**src/rtl/itp_pkg.sv**
```systemverilog
// Shared types, constants and character helpers for the integer text parser.
// No dependencies; compiled first.
package itp_pkg;

  // Width of the running character position; it saturates at all ones.
  localparam int OFFSET_BITS = 16;
  localparam int END_BITS    = 16;

  localparam logic [7:0] CH_ZERO  = 8'h30;  // '0'
  localparam logic [7:0] CH_NINE  = 8'h39;  // '9'
  localparam logic [7:0] CH_LA    = 8'h61;  // 'a'
  localparam logic [7:0] CH_LZ    = 8'h7a;  // 'z'
  localparam logic [7:0] CH_UA    = 8'h41;  // 'A'
  localparam logic [7:0] CH_UZ    = 8'h5a;  // 'Z'
  localparam logic [7:0] CH_LX    = 8'h78;  // 'x'
  localparam logic [7:0] CH_UX    = 8'h58;  // 'X'
  localparam logic [7:0] CH_MINUS = 8'h2d;  // '-'
  localparam logic [7:0] CH_PLUS  = 8'h2b;  // '+'
  localparam logic [7:0] CH_SPACE = 8'h20;
  localparam logic [7:0] CH_TAB   = 8'h09;
  localparam logic [7:0] CH_CR    = 8'h0d;

  localparam logic [5:0] RADIX_AUTO  = 6'd0;
  localparam logic [5:0] RADIX_OCT   = 6'd8;
  localparam logic [5:0] RADIX_DEC   = 6'd10;
  localparam logic [5:0] RADIX_HEX   = 6'd16;
  localparam logic [5:0] RADIX_RESET = RADIX_DEC;
  localparam logic [5:0] LETTER_BIAS = 6'd10;  // 'a' maps to 10

  typedef enum logic [5:0] {
    PH_SKIP   = 6'b000001,
    PH_START  = 6'b000010,
    PH_ZERO   = 6'b000100,
    PH_X      = 6'b001000,
    PH_DIGITS = 6'b010000,
    PH_DONE   = 6'b100000
  } itp_phase_e;

  typedef struct packed {
    logic [7:0] ch;
    logic       last;
  } itp_word_t;

  typedef struct packed {
    logic       ok;
    logic [5:0] val;
  } itp_digit_t;

  function automatic logic is_white(input logic [7:0] c);
    return (c == CH_SPACE) || ((c >= CH_TAB) && (c <= CH_CR));
  endfunction

  // Digit value 0..35 of an alphanumeric character, base not yet applied.
  function automatic itp_digit_t digit_raw(input logic [7:0] c);
    itp_digit_t d;
    d.ok  = 1'b1;
    d.val = 6'd0;
    if ((c >= CH_ZERO) && (c <= CH_NINE)) begin
      d.val = 6'(c - CH_ZERO);
    end else if ((c >= CH_LA) && (c <= CH_LZ)) begin
      d.val = 6'(c - CH_LA) + LETTER_BIAS;
    end else if ((c >= CH_UA) && (c <= CH_UZ)) begin
      d.val = 6'(c - CH_UA) + LETTER_BIAS;
    end else begin
      d.ok = 1'b0;
    end
    return d;
  endfunction

endpackage

```
**src/rtl/itp_if.sv**
```systemverilog
// Valid/ready channel interfaces for the character input and the result output.
// Uses no package items.
interface itp_in_if;
  logic       valid;
  logic       ready;
  logic [7:0] ch;
  logic       last;

  modport source (output valid, output ch, output last, input ready);
  modport sink (input valid, input ch, input last, output ready);
endinterface

interface itp_out_if;
  logic        valid;
  logic        ready;
  logic [63:0] value;
  logic        negative;
  logic [15:0] end_offset;

  modport source (output valid, output value, output negative, output end_offset, input ready);
  modport sink (input valid, input value, input negative, input end_offset, output ready);
endinterface

```
**src/rtl/itp_in_stage.sv**
```systemverilog
// Input register stage: captures one character word per handshake.
// Depends on itp_pkg and itp_in_if.
module itp_in_stage
  import itp_pkg::*;
(
  input  logic       clk_i,
  input  logic       rst_ni,
  itp_in_if.sink     in_i,
  input  logic       take_i,
  output logic       word_valid_o,
  output itp_word_t  word_o
);

  logic      valid_q, valid_d;
  itp_word_t word_q;

  // Accept when empty or when the held word moves on this cycle.
  assign in_i.ready = !valid_q || take_i;

  always_comb begin
    valid_d = valid_q;
    if (in_i.ready) begin
      valid_d = in_i.valid;
    end
  end

  always_ff @(posedge clk_i or negedge rst_ni) begin
    if (!rst_ni) begin
      valid_q <= 1'b0;
    end else begin
      valid_q <= valid_d;
    end
  end

  always_ff @(posedge clk_i) begin
    if (in_i.ready && in_i.valid) begin
      word_q.ch   <= in_i.ch;
      word_q.last <= in_i.last;
    end
  end

  assign word_valid_o = valid_q;
  assign word_o       = word_q;

endmodule

```
**src/rtl/itp_parse.sv**
```systemverilog
// Parse state, per-character step logic, radix register and result register.
// Depends on itp_pkg and itp_out_if.
module itp_parse
  import itp_pkg::*;
(
  input  logic       clk_i,
  input  logic       rst_ni,
  input  logic       cfg_we_i,
  input  logic [5:0] cfg_wdata_i,
  input  logic       word_valid_i,
  input  itp_word_t  word_i,
  output logic       take_o,
  itp_out_if.source  out_o
);

  localparam logic [OFFSET_BITS-1:0] POS_MAX = {OFFSET_BITS{1'b1}};
  localparam logic [31:0]            END_MAX = 32'((64'd1 << END_BITS) - 64'd1);

  logic [5:0]             radix_q;
  itp_phase_e             phase_q, phase_d;
  logic [63:0]            acc_q, acc_d;
  logic                   neg_q, neg_d;
  logic [5:0]             base_q, base_d;
  logic [OFFSET_BITS-1:0] pos_q, pos_d, end_q, end_d;
  logic [OFFSET_BITS-1:0] pos_inc;

  logic        start_path, use_dig, dig_ok;
  logic [5:0]  start_base, base2;
  logic [63:0] mac;
  itp_digit_t  raw;
  logic [7:0]  c;

  logic        out_valid_q, out_valid_d;
  logic [63:0] value_q;
  logic        negative_q;
  logic [15:0] end_offset_q;
  logic [31:0] end_ext;

  assign c       = word_i.ch;
  assign raw     = digit_raw(c);
  assign pos_inc = (pos_q != POS_MAX) ? pos_q + 1'b1 : pos_q;

  // A word without a result always moves; a last word needs the result slot.
  assign take_o = word_valid_i && (!word_i.last || !out_valid_q || out_o.ready);

  always_comb begin
    phase_d    = phase_q;
    acc_d      = acc_q;
    neg_d      = neg_q;
    base_d     = base_q;
    pos_d      = pos_q;
    end_d      = end_q;
    start_path = 1'b0;
    start_base = base_q;
    use_dig    = 1'b0;
    base2      = base_q;

    case (phase_q)
      PH_SKIP: begin
        base_d = radix_q;
        if (is_white(c)) begin
          pos_d = pos_inc;
        end else if ((c == CH_PLUS) || (c == CH_MINUS)) begin
          neg_d   = (c == CH_MINUS);
          pos_d   = pos_inc;
          phase_d = PH_START;
        end else begin
          start_path = 1'b1;
          start_base = radix_q;
        end
      end
      PH_START: begin
        start_path = 1'b1;
      end
      PH_ZERO: begin
        if ((c == CH_LX) || (c == CH_UX)) begin
          pos_d   = pos_inc;
          phase_d = PH_X;
        end else begin
          if (base_q == RADIX_AUTO) begin
            base2 = (raw.ok && (raw.val < RADIX_OCT)) ? RADIX_OCT : RADIX_DEC;
          end
          base_d  = base2;
          use_dig = 1'b1;
        end
      end
      PH_X: begin
        if (raw.ok && (raw.val < RADIX_HEX)) begin
          base2   = RADIX_HEX;
          base_d  = RADIX_HEX;
          use_dig = 1'b1;
        end else begin
          phase_d = PH_DONE;
        end
      end
      PH_DIGITS: begin
        use_dig = 1'b1;
      end
      default: begin
      end
    endcase

    if (start_path) begin
      if (((start_base == RADIX_AUTO) || (start_base == RADIX_HEX)) && (c == CH_ZERO)) begin
        // A leading zero may open a prefix; it counts as a digit already.
        acc_d   = 64'd0;
        pos_d   = pos_inc;
        end_d   = pos_inc;
        base_d  = start_base;
        phase_d = PH_ZERO;
      end else begin
        base2   = (start_base == RADIX_AUTO) ? RADIX_DEC : start_base;
        base_d  = base2;
        use_dig = 1'b1;
      end
    end

    dig_ok = raw.ok && (raw.val < base2);
    mac    = acc_q * {58'd0, base2} + {58'd0, raw.val};

    if (use_dig) begin
      if (dig_ok) begin
        acc_d   = mac;
        pos_d   = pos_inc;
        end_d   = pos_inc;
        phase_d = PH_DIGITS;
      end else begin
        phase_d = PH_DONE;
      end
    end
  end

  assign end_ext = 32'(end_d);

  always_comb begin
    out_valid_d = out_valid_q;
    if (take_o && word_i.last) begin
      out_valid_d = 1'b1;
    end else if (out_o.ready) begin
      out_valid_d = 1'b0;
    end
  end

  always_ff @(posedge clk_i or negedge rst_ni) begin
    if (!rst_ni) begin
      radix_q     <= RADIX_RESET;
      phase_q     <= PH_SKIP;
      acc_q       <= 64'd0;
      neg_q       <= 1'b0;
      base_q      <= RADIX_AUTO;
      pos_q       <= '0;
      end_q       <= '0;
      out_valid_q <= 1'b0;
    end else begin
      out_valid_q <= out_valid_d;
      if (cfg_we_i) begin
        radix_q <= cfg_wdata_i;
      end
      if (take_o) begin
        if (word_i.last) begin
          // Return to the reset state for the next string; radix is kept.
          phase_q <= PH_SKIP;
          acc_q   <= 64'd0;
          neg_q   <= 1'b0;
          base_q  <= RADIX_AUTO;
          pos_q   <= '0;
          end_q   <= '0;
        end else begin
          phase_q <= phase_d;
          acc_q   <= acc_d;
          neg_q   <= neg_d;
          base_q  <= base_d;
          pos_q   <= pos_d;
          end_q   <= end_d;
        end
      end
    end
  end

  always_ff @(posedge clk_i) begin
    if (take_o && word_i.last) begin
      value_q      <= neg_d ? (64'd0 - acc_d) : acc_d;
      negative_q   <= neg_d;
      end_offset_q <= (end_ext > END_MAX) ? END_MAX[15:0] : end_ext[15:0];
    end
  end

  assign out_o.valid      = out_valid_q;
  assign out_o.value      = value_q;
  assign out_o.negative   = negative_q;
  assign out_o.end_offset = end_offset_q;

endmodule

```
**src/rtl/integer_text_parser_unit.sv**
```systemverilog
// Top level of the streaming integer text parser.
// Depends on itp_pkg, itp_if, itp_in_stage and itp_parse.
//
// Usage:
//   in_i carries one character word per handshake (ch, last). Leading white
//   space is skipped, one sign is taken, then digits in the base held by the
//   radix register (0 = automatic, 0x/0X prefix and leading-zero octal).
//   out_o carries one result per string, on the word marked last: the value
//   (negated modulo 2^64 after a minus), the sign flag and the end offset.
//   cfg_we_i/cfg_wdata_i write the radix register; write it only while idle.
// Timing:
//   One word per cycle while out_o does not stall a last word. A word is held in
//   the input register and is parsed by the multiply-add step into the result
//   register, which raises out_o.valid when the last word is taken from it.
// Reset:
//   rst_ni clears the parse state to white-space skipping and sets radix 10.
// Stall:
//   While a result waits on out_o, words without last keep flowing; a last
//   word holds in the input register and in_i stalls until the result is taken.
module integer_text_parser_unit
  import itp_pkg::*;
(
  input  logic       clk_i,
  input  logic       rst_ni,
  input  logic       cfg_we_i,
  input  logic [5:0] cfg_wdata_i,
  itp_in_if.sink     in_i,
  itp_out_if.source  out_o
);

  logic      word_valid;
  logic      take;
  itp_word_t word;

  itp_in_stage u_in_stage (
    .clk_i        (clk_i),
    .rst_ni       (rst_ni),
    .in_i         (in_i),
    .take_i       (take),
    .word_valid_o (word_valid),
    .word_o       (word)
  );

  itp_parse u_parse (
    .clk_i        (clk_i),
    .rst_ni       (rst_ni),
    .cfg_we_i     (cfg_we_i),
    .cfg_wdata_i  (cfg_wdata_i),
    .word_valid_i (word_valid),
    .word_i       (word),
    .take_o       (take),
    .out_o        (out_o)
  );

endmodule

```
**src/flat_wrapper.sv**
```systemverilog
// flat-port wrapper written by rule: the top's interface ports become plain ports
module integer_text_parser_unit_flat import itp_pkg::*;
  (clk_i, rst_ni, cfg_we_i, cfg_wdata_i, in_i_valid, in_i_ch, in_i_last, in_i_ready, out_o_valid, out_o_value, out_o_negative, out_o_end_offset, out_o_ready);
  itp_in_if in_i_i ();
  itp_out_if out_o_i ();
  input  logic clk_i;
  input  logic rst_ni;
  input  logic cfg_we_i;
  input  logic [5:0] cfg_wdata_i;
  input wire logic [$bits(in_i_i.valid)-1:0] in_i_valid;
  input wire logic [$bits(in_i_i.ch)-1:0] in_i_ch;
  input wire logic [$bits(in_i_i.last)-1:0] in_i_last;
  output wire logic [$bits(in_i_i.ready)-1:0] in_i_ready;
  output wire logic [$bits(out_o_i.valid)-1:0] out_o_valid;
  output wire logic [$bits(out_o_i.value)-1:0] out_o_value;
  output wire logic [$bits(out_o_i.negative)-1:0] out_o_negative;
  output wire logic [$bits(out_o_i.end_offset)-1:0] out_o_end_offset;
  input wire logic [$bits(out_o_i.ready)-1:0] out_o_ready;
  assign in_i_i.valid = in_i_valid;
  assign in_i_i.ch = in_i_ch;
  assign in_i_i.last = in_i_last;
  assign in_i_ready = in_i_i.ready;
  assign out_o_valid = out_o_i.valid;
  assign out_o_value = out_o_i.value;
  assign out_o_negative = out_o_i.negative;
  assign out_o_end_offset = out_o_i.end_offset;
  assign out_o_i.ready = out_o_ready;
  integer_text_parser_unit u_core (.clk_i(clk_i), .rst_ni(rst_ni), .cfg_we_i(cfg_we_i), .cfg_wdata_i(cfg_wdata_i), .in_i(in_i_i), .out_o(out_o_i));
endmodule
```
**config.mk**
```make
export PLATFORM = sky130hd
export DESIGN_NAME = integer_text_parser_unit_flat
export DESIGN_NICKNAME = d
export VERILOG_FILES = /design/src/rtl/itp_pkg.sv /design/src/rtl/itp_if.sv /design/src/rtl/itp_in_stage.sv /design/src/rtl/itp_parse.sv /design/src/rtl/integer_text_parser_unit.sv /design/src/flat_wrapper.sv
export SDC_FILE = /design/constraint.sdc
export NUM_CORES = 1
export LEC_CHECK = 0
export ABC_AREA = 1
export BUFFER_PORTS_ARGS = -buffer_cell sky130_fd_sc_hd__buf_2
export CAP_MARGIN = 15
export CORE_MARGIN = 4
export CORE_UTILIZATION = 65
export DETAILED_ROUTE_END_ITERATION = 8
export GPL_TIMING_DRIVEN = 1
export PLACE_DENSITY_LB_ADDON = 0.1
export SLEW_MARGIN = 15
export SYNTH_ARGS = -nofsm -noshare
export SYNTH_HDL_FRONTEND = slang
export SYNTH_SLANG_ARGS = --single-unit
```
**constraint.sdc**
```tcl
create_clock -name clk_i -period 10 [get_ports clk_i]
set_clock_uncertainty 0.2 [all_clocks]
set_input_delay 2 -clock clk_i [delete_from_list [all_inputs] [get_ports clk_i]]
set_output_delay 2 -clock clk_i [all_outputs]
set_load 0.02 [all_outputs]
```
==> metrics.md, run 1 <==
| Metric | Value |
|---|---|
| Max-slew violation count | `0` |
| Ys flop type | `dfrtp_1` |
| Mean Syn Cell Area | `7.31 sq um` |
| Worst Tran Pin Value | `1.15 ns` |
| IO Pins | `103` |
| Crit start category | `flop` |
| Clk sinks | `207` |
| FMAX | `0.105 GHz` |
| Drt pass-1 iters | `6` |
| Final period util | `94.8%` |
| Routed wire length per instance | `21.4 microns` |
| Worst hold start | `u_core.u_parse.end_q[8]` |
| Grt ovf | `0` |
| Worst vdd ir | `249 uV` |
| Core area | `37600 sq um` |
| Max transition margin | `23.4%` |
| Residual DRC count | `0` |
| Die Y-Extent | `203 microns` |
| Die area | `41200 sq um` |
| Num rows | `71` |
| Number of cells on the critical path | `47` |
| WP data arrival | `9.59 ns` |
| CTS tree | `built` |
| RSZ-0062 raised after global routing | `false` |
| Top cell by count, worst path | `nand2_1` |
| Proportion of synthesized chip area in sequential cells | `22.8%` |
| Total CTS buffers | `25` |
| Pleak | `14.2 nW` |
| Root Driver | `clkbuf_16` |
| Power per standard cell area | `179 nW/um^2` |
| Initial antenna violation count | `1` |
| Layout Nets | `3844` |
| Final Hold Fails | `0` |
| First-pass GRT wire length | `134 mm` |
| Cell variety after synth | `53` |
| GP Congestion | `1.10` |
| Vias in the first global route | `24800` |
| Maxcap violations | `0` |
| WP data required | `10.11 ns` |
| Ys async rst share | `56.5%` |
| Chip width | `203 microns` |
| Syn_nets | `3783` |
| Hold path depth | `2` |
| Yosys top cell area share | `19.4%` |
| Crit Path Max Fanout | `32` |
| FF-to-FF path depth | `47` |
| Synth area leader | `fa_1` |
| Number of H-tree levels | `1` |
| Synth Cell Area | `24700 sq um` |
| Routed wire length | `84.8 mm` |
| Commonest non-fill, non-tap cells in the layout | `829 x nand2_1, 567 x nor2_1, 462 x inv_1` |
| CTS Buffer Depth | `3` |
| Number of enable flip-flop cells after synthesis | `90` |
| Worst r2r dst | `u_core.u_parse.out_o.value[52]` |
| Synth Register Bits | `207` |
| Warnings from Yosys | `0` |
| Initial DRC Count | `2806` |
| Clock latency on the worst-skew pair | `0.56 ns` |
| Crit path time final | `9.48 ns` |
| Total track usage | `41.0%` |
| Via/cell ratio | `6.14` |
| Tot Pwr | `4.75 mW` |
| Setup crit end kind | `flop` |
| Hold Crit Endpoint | `u_core.u_parse.end_q[8]` |
| Largest net degree at the start of global routing | `83` |
| Share of cells above drive strength 1 | `7.37%` |
| Initial Utilization | `65.7%` |
| Antenna viol nets, final | `0` |
| Ranking of synthesized cells by area | `fa_1 19%, nand2_1 13%, dfrtp_1 12%` |
| Mapped Cells | `3378` |
| Setup TNS | `0 ns` |
| Number of fillers in the final layout | `3150` |
| Worst-path clk slew | `0.06 ns` |
| Total number of vias | `24400` |
| Commonest non-fill, non-tap cell in the layout | `nand2_1` |
| Final setup violating endpoints | `0` |
| CP delay by family, top | `simple AND/OR/NAND/NOR gates` |
| IO Port Bufs | `102` |
| Crit-path max cell delay | `0.55 ns` |
| Slowest stage cell on the critical path | `fa_1` |
| Dpl hpwl | `65.2 mm` |
| Register-to-register setup slack | `0.52 ns` |
| HP Class | `flop to flop` |
| Buf+Inv Stages, Crit Path | `5` |
| Kind of critical path | `flop to flop` |
| RR Startpoint | `u_core.u_in_stage.word_o[2]` |
| P&R area growth vs syn | `7.55%` |
| Status | `complete, no violations` |
registers in the layout, indices dropped and copies added, names as in the netlist:
register                         flops
u_core.u_parse.phase_q               6
u_core.u_parse.base_q                6
u_core.u_parse.pos_q                16
u_core.u_parse.end_q                16
u_core.u_in_stage.word_o             9
u_core.u_parse.out_o.end_offset     16
u_core.u_parse.radix_q               6
u_core.u_parse.acc_q                64
u_core.u_parse.neg_q                 1
u_core.u_parse.out_o.value          64
u_core.u_in_stage.word_valid_o       1
u_core.u_parse.out_o.valid           1
u_core.u_parse.out_o.negative        1
area by class of cell:
type	instances	area [sq um]	area share [%]
multi-input cells	2592	16900	63.6
flip-flops and latches	207	5630	21.2
inverters	478	1800	6.76
repair buffers	135	788	2.97
clock buffers	34	701	2.64
well taps	511	639	2.41
clock inverters	12	124	0.466
diodes	1	2.50	0.00942
metrics by stage:
stage	cells	setup slack [ns]	hold WS (ns)	utilization, %	instance area (sq um)
CTS	3964	0.312	0.283	70.5	26500
global route	3969	0.0100	0.309	70.7	26600
floorplan	3378	2.03	0.248	-	24700
global placement	3918	0.603	0.263	68.3	25700
finish	3970	0.516	0.287	70.7	26600
detailed placement	3918	0.360	0.269	68.3	25700
report_power, final:
part | switching, mW | leakage [nW] | total (mW) | internal (mW)
combinational | 2.14 | 11.3 | 2.74 | 0.605
clock | 0.400 | 0.397 | 0.945 | 0.544
sequential | 0.0662 | 2.47 | 1.06 | 0.991
total | 2.61 | 14.2 | 4.75 | 2.14
cell families after synthesis:
family	Yosys count	share of synthesized area [%]
fa+ha+maj	385	26.8
xor+xnor	103	3.65
flops	207	22.8
simple gates	1685	27.9
buf+inv	579	9.08
compound gates	419	9.80
cells in the mapped netlist (12+ instances only):
cell type	count
nand3_1	157
nor2_2	21
a21oi_1	107
nor3_1	26
a31oi_1	25
inv_1	463
nand2_1	832
xor2_1	82
o22ai_1	54
o21ai_0	151
clkbuf_1	73
o211ai_1	20
dfrtp_1	114
nor4_1	12
edfxtp_1	90
nand4_1	25
fa_1	240
ha_1	145
xnor2_1	21
nand2_2	12
o21bai_1	16
nor2_1	568
worst min-delay path, stage by stage, from the launching register on:
cell and delay [ns]:
dfrtp_1 0.34, nand2_1 0.05, o21ai_0 0.06
what timing repair did:
action,CTS,global route
hold buffers,0,0
setup endpoints to repair,0,35
resized for setup,0,13
setup buffers,0,4
worst max path at each step:
| stage | from | end |
|---|---|---|
| 3_3_place_gp | u_core.u_in_stage.word_o[2] | u_core.u_parse.out_o.value[52] |
| 6_report | u_core.u_in_stage.word_o[2] | u_core.u_parse.out_o.value[52] |
| 3_5_place_dp | u_core.u_in_stage.word_o[2] | u_core.u_parse.out_o.value[52] |
| 5_1_grt | u_core.u_in_stage.word_o[2] | u_core.u_parse.out_o.value[55] |
| 4_1_cts | u_core.u_in_stage.word_o[2] | u_core.u_parse.out_o.value[52] |
| 2_1_floorplan | u_core.u_in_stage.word_o[2] | u_core.u_parse.out_o.value[62] |
per-layer routing:
| metal | GRT usage (%) | share of wire [%] | vias to the layer above |
|---|---|---|---|
| met1 | 54.7 | 38 | 11600 |
| met5 | 0 | 0 | - |
| met3 | 8.11 | 12 | 313 |
| met4 | 19.4 | 5.6 | 0 |
| li1 | - | - | 10800 |
| met2 | 65.0 | 45 | 1620 |
(Power assumes the default switching activity.)
==> run 2, diff against run 1 <==
- CTS_BUF_LIST: default -> sky130_fd_sc_hd__clkbuf_4 sky130_fd_sc_hd__clkbuf_8 sky130_fd_sc_hd__clkbuf_16
==> metrics.md, run 2 (synthesized netlist as in run 1, its figures left out) <==
| Metric | Value |
|---|---|
| Worst hold start | `u_core.u_parse.end_q[8]` |
| Hold slack | `0.284 ns` |
| Sw Share | `54.8%` |
| CTS tree | `built` |
| Chip width | `203 microns` |
| Grt ovf | `0` |
| Residual DRC count | `0` |
| Total CTS buffers | `25` |
| Crit Path Max Fanout | `32` |
| Vias in the first global route | `24800` |
| Routed wire length per instance | `21.3 microns` |
| Antenna viol nets, final | `0` |
| Die area | `41200 sq um` |
| Internal power | `2.16 mW` |
| Clk sinks | `207` |
| Worst Tran Pin Value | `1.14 ns` |
| Register-to-register setup slack | `0.54 ns` |
| Initial antenna violation count | `1` |
| Total number of vias | `24500` |
| Max transition margin | `24.0%` |
| Status | `complete, no violations` |
| Initial DRC Count | `2737` |
| Die Y-Extent | `203 microns` |
| Worst r2r dst | `u_core.u_parse.out_o.value[52]` |
| Num rows | `71` |
| Hold Crit Endpoint | `u_core.u_parse.end_q[8]` |
| P_sw | `2.61 mW` |
| Clock latency on the worst-skew pair | `0.56 ns` |
| Gate power share | `57.6%` |
| Via/cell ratio | `6.16` |
| IO Port Bufs | `102` |
| Number of H-tree levels | `1` |
| Slowest stage cell on the critical path | `nor4_1` |
| Crit path time final | `9.46 ns` |
| FMAX | `0.106 GHz` |
| Placed cell area | `25700 sq um` |
| Final setup violating endpoints | `0` |
| Commonest non-fill, non-tap cells in the layout | `829 x nand2_1, 567 x nor2_1, 462 x inv_1` |
| Tot Pwr | `4.76 mW` |
| Worst-path clk slew | `0.06 ns` |
| Layout Nets | `3844` |
| Power per standard cell area | `179 nW/um^2` |
| CTS Buffer Depth | `3` |
| Routed wire length | `84.7 mm` |
| Number of fillers in the final layout | `3147` |
| Post-route design area | `26600 sq um` |
| Largest net degree at the start of global routing | `83` |
| Pleak | `14.2 nW` |
| Area of the multi-input gates | `16900 sq um` |
| Max-slew violation count | `0` |
| Final Hold Fails | `0` |
| Crit start category | `flop` |
| Maxcap violations | `0` |
| Top cell by count, worst path | `nand2_1` |
| Dpl hpwl | `65.2 mm` |
| Setup crit end kind | `flop` |
| HP Class | `flop to flop` |
| Share of cells above drive strength 1 | `7.55%` |
| Post-cts hold buffer count | `0` |
| Final period util | `94.6%` |
| Worst vdd ir | `250 uV` |
| Initial Utilization | `65.7%` |
| Clock power share | `20.2%` |
| Setup TNS | `0 ns` |
| GP Congestion | `1.10` |
| Commonest non-fill, non-tap cell in the layout | `nand2_1` |
| Total track usage | `41.0%` |
| WP data arrival | `9.57 ns` |
| Register area | `5630 sq um` |
| First-pass GRT wire length | `134 mm` |
| Root Driver | `clkbuf_16` |
| RR Startpoint | `u_core.u_parse.phase_q[4]` |
| Hold path depth | `2` |
| FF-to-FF path depth | `38` |
| Core area | `37600 sq um` |
| WP data required | `10.11 ns` |
| Reg power frac | `22.2%` |
| IO Pins | `103` |
| P&R area growth vs syn | `7.64%` |
| Crit-path max cell delay | `0.91 ns` |
| RSZ-0062 raised after global routing | `false` |
| Kind of critical path | `flop to flop` |
| Drt pass-1 iters | `6` |
==> run 2: cell counts in the layout (fill, tap and decap cells not counted) <==
Identical to the previous run, type by type.
==> run 2: layer usage <==
layer / track usage, % / up-vias / part of all wire (%)
met5: 0 / - / 0
li1: - / 10800 / -
met3: 8.11 / 338 / 12
met1: 54.7 / 11600 / 38
met4: 19.4 / 0 / 5.6
met2: 65.0 / 1701 / 45
==> run 2: timing repair <==
item,in CTS,in global routing
gates resized for setup,0,13
buffers inserted,0,4
endpoints found under the setup margin,0,35
==> run 2: per-stage QoR <==
step | utilization [%] | std cells | setup WS (ns)
after CTS | 70.5 | 3964 | 0.312
after detailed placement | 68.3 | 3918 | 0.360
after floorplan | - | 3378 | 2.03
final | 70.8 | 3970 | 0.537
after global placement | 68.3 | 3918 | 0.603
after global routing | 70.8 | 3969 | 0.0100
==> run 2: worst max path at each step <==
stage | startpoint | endpoint | slack (ns)
after global placement | u_core.u_in_stage.word_o[2] | u_core.u_parse.out_o.value[52] | 0.60
after global routing | u_core.u_in_stage.word_o[2] | u_core.u_parse.out_o.value[55] | 0.01
after floorplan | u_core.u_in_stage.word_o[2] | u_core.u_parse.out_o.value[62] | 2.03
final | u_core.u_parse.phase_q[4] | u_core.u_parse.out_o.value[52] | 0.54
after detailed placement | u_core.u_in_stage.word_o[2] | u_core.u_parse.out_o.value[52] | 0.36
after CTS | u_core.u_in_stage.word_o[2] | u_core.u_parse.out_o.value[52] | 0.31
==> run 2: layout make-up <==
type / count / area share (%)
diodes: 1 / 0.00941
clock buffers: 34 / 2.72
clock inverters: 12 / 0.466
inverters: 478 / 6.75
multi-input cells: 2592 / 63.5
flip-flops and latches: 207 / 21.2
well taps: 511 / 2.40
repair buffers: 135 / 2.96
==> run 2: critical path, delay by kind of cell (launching register included) <==
family | cells | cell delay (ns)
flip-flops | 1 | 0.38
buffers and inverters | 5 | 1.14
AO/OA/AOI/OAI | 5 | 1.27
AND/OR/NAND/NOR | 23 | 4.02
adder cells (fa/ha/maj) | 5 | 2.16
==> run 2: power groups by stage <==
stage | Sequential [mW] | Combinational [mW] | Clock (mW)
after floorplan | 1.08 | 1.68 | 0
after global placement | 1.07 | 2.53 | 0
after detailed placement | 1.07 | 2.59 | 0
after CTS | 1.05 | 2.61 | 0.961
after global routing | 1.06 | 2.90 | 1.00
final | 1.06 | 2.75 | 0.962
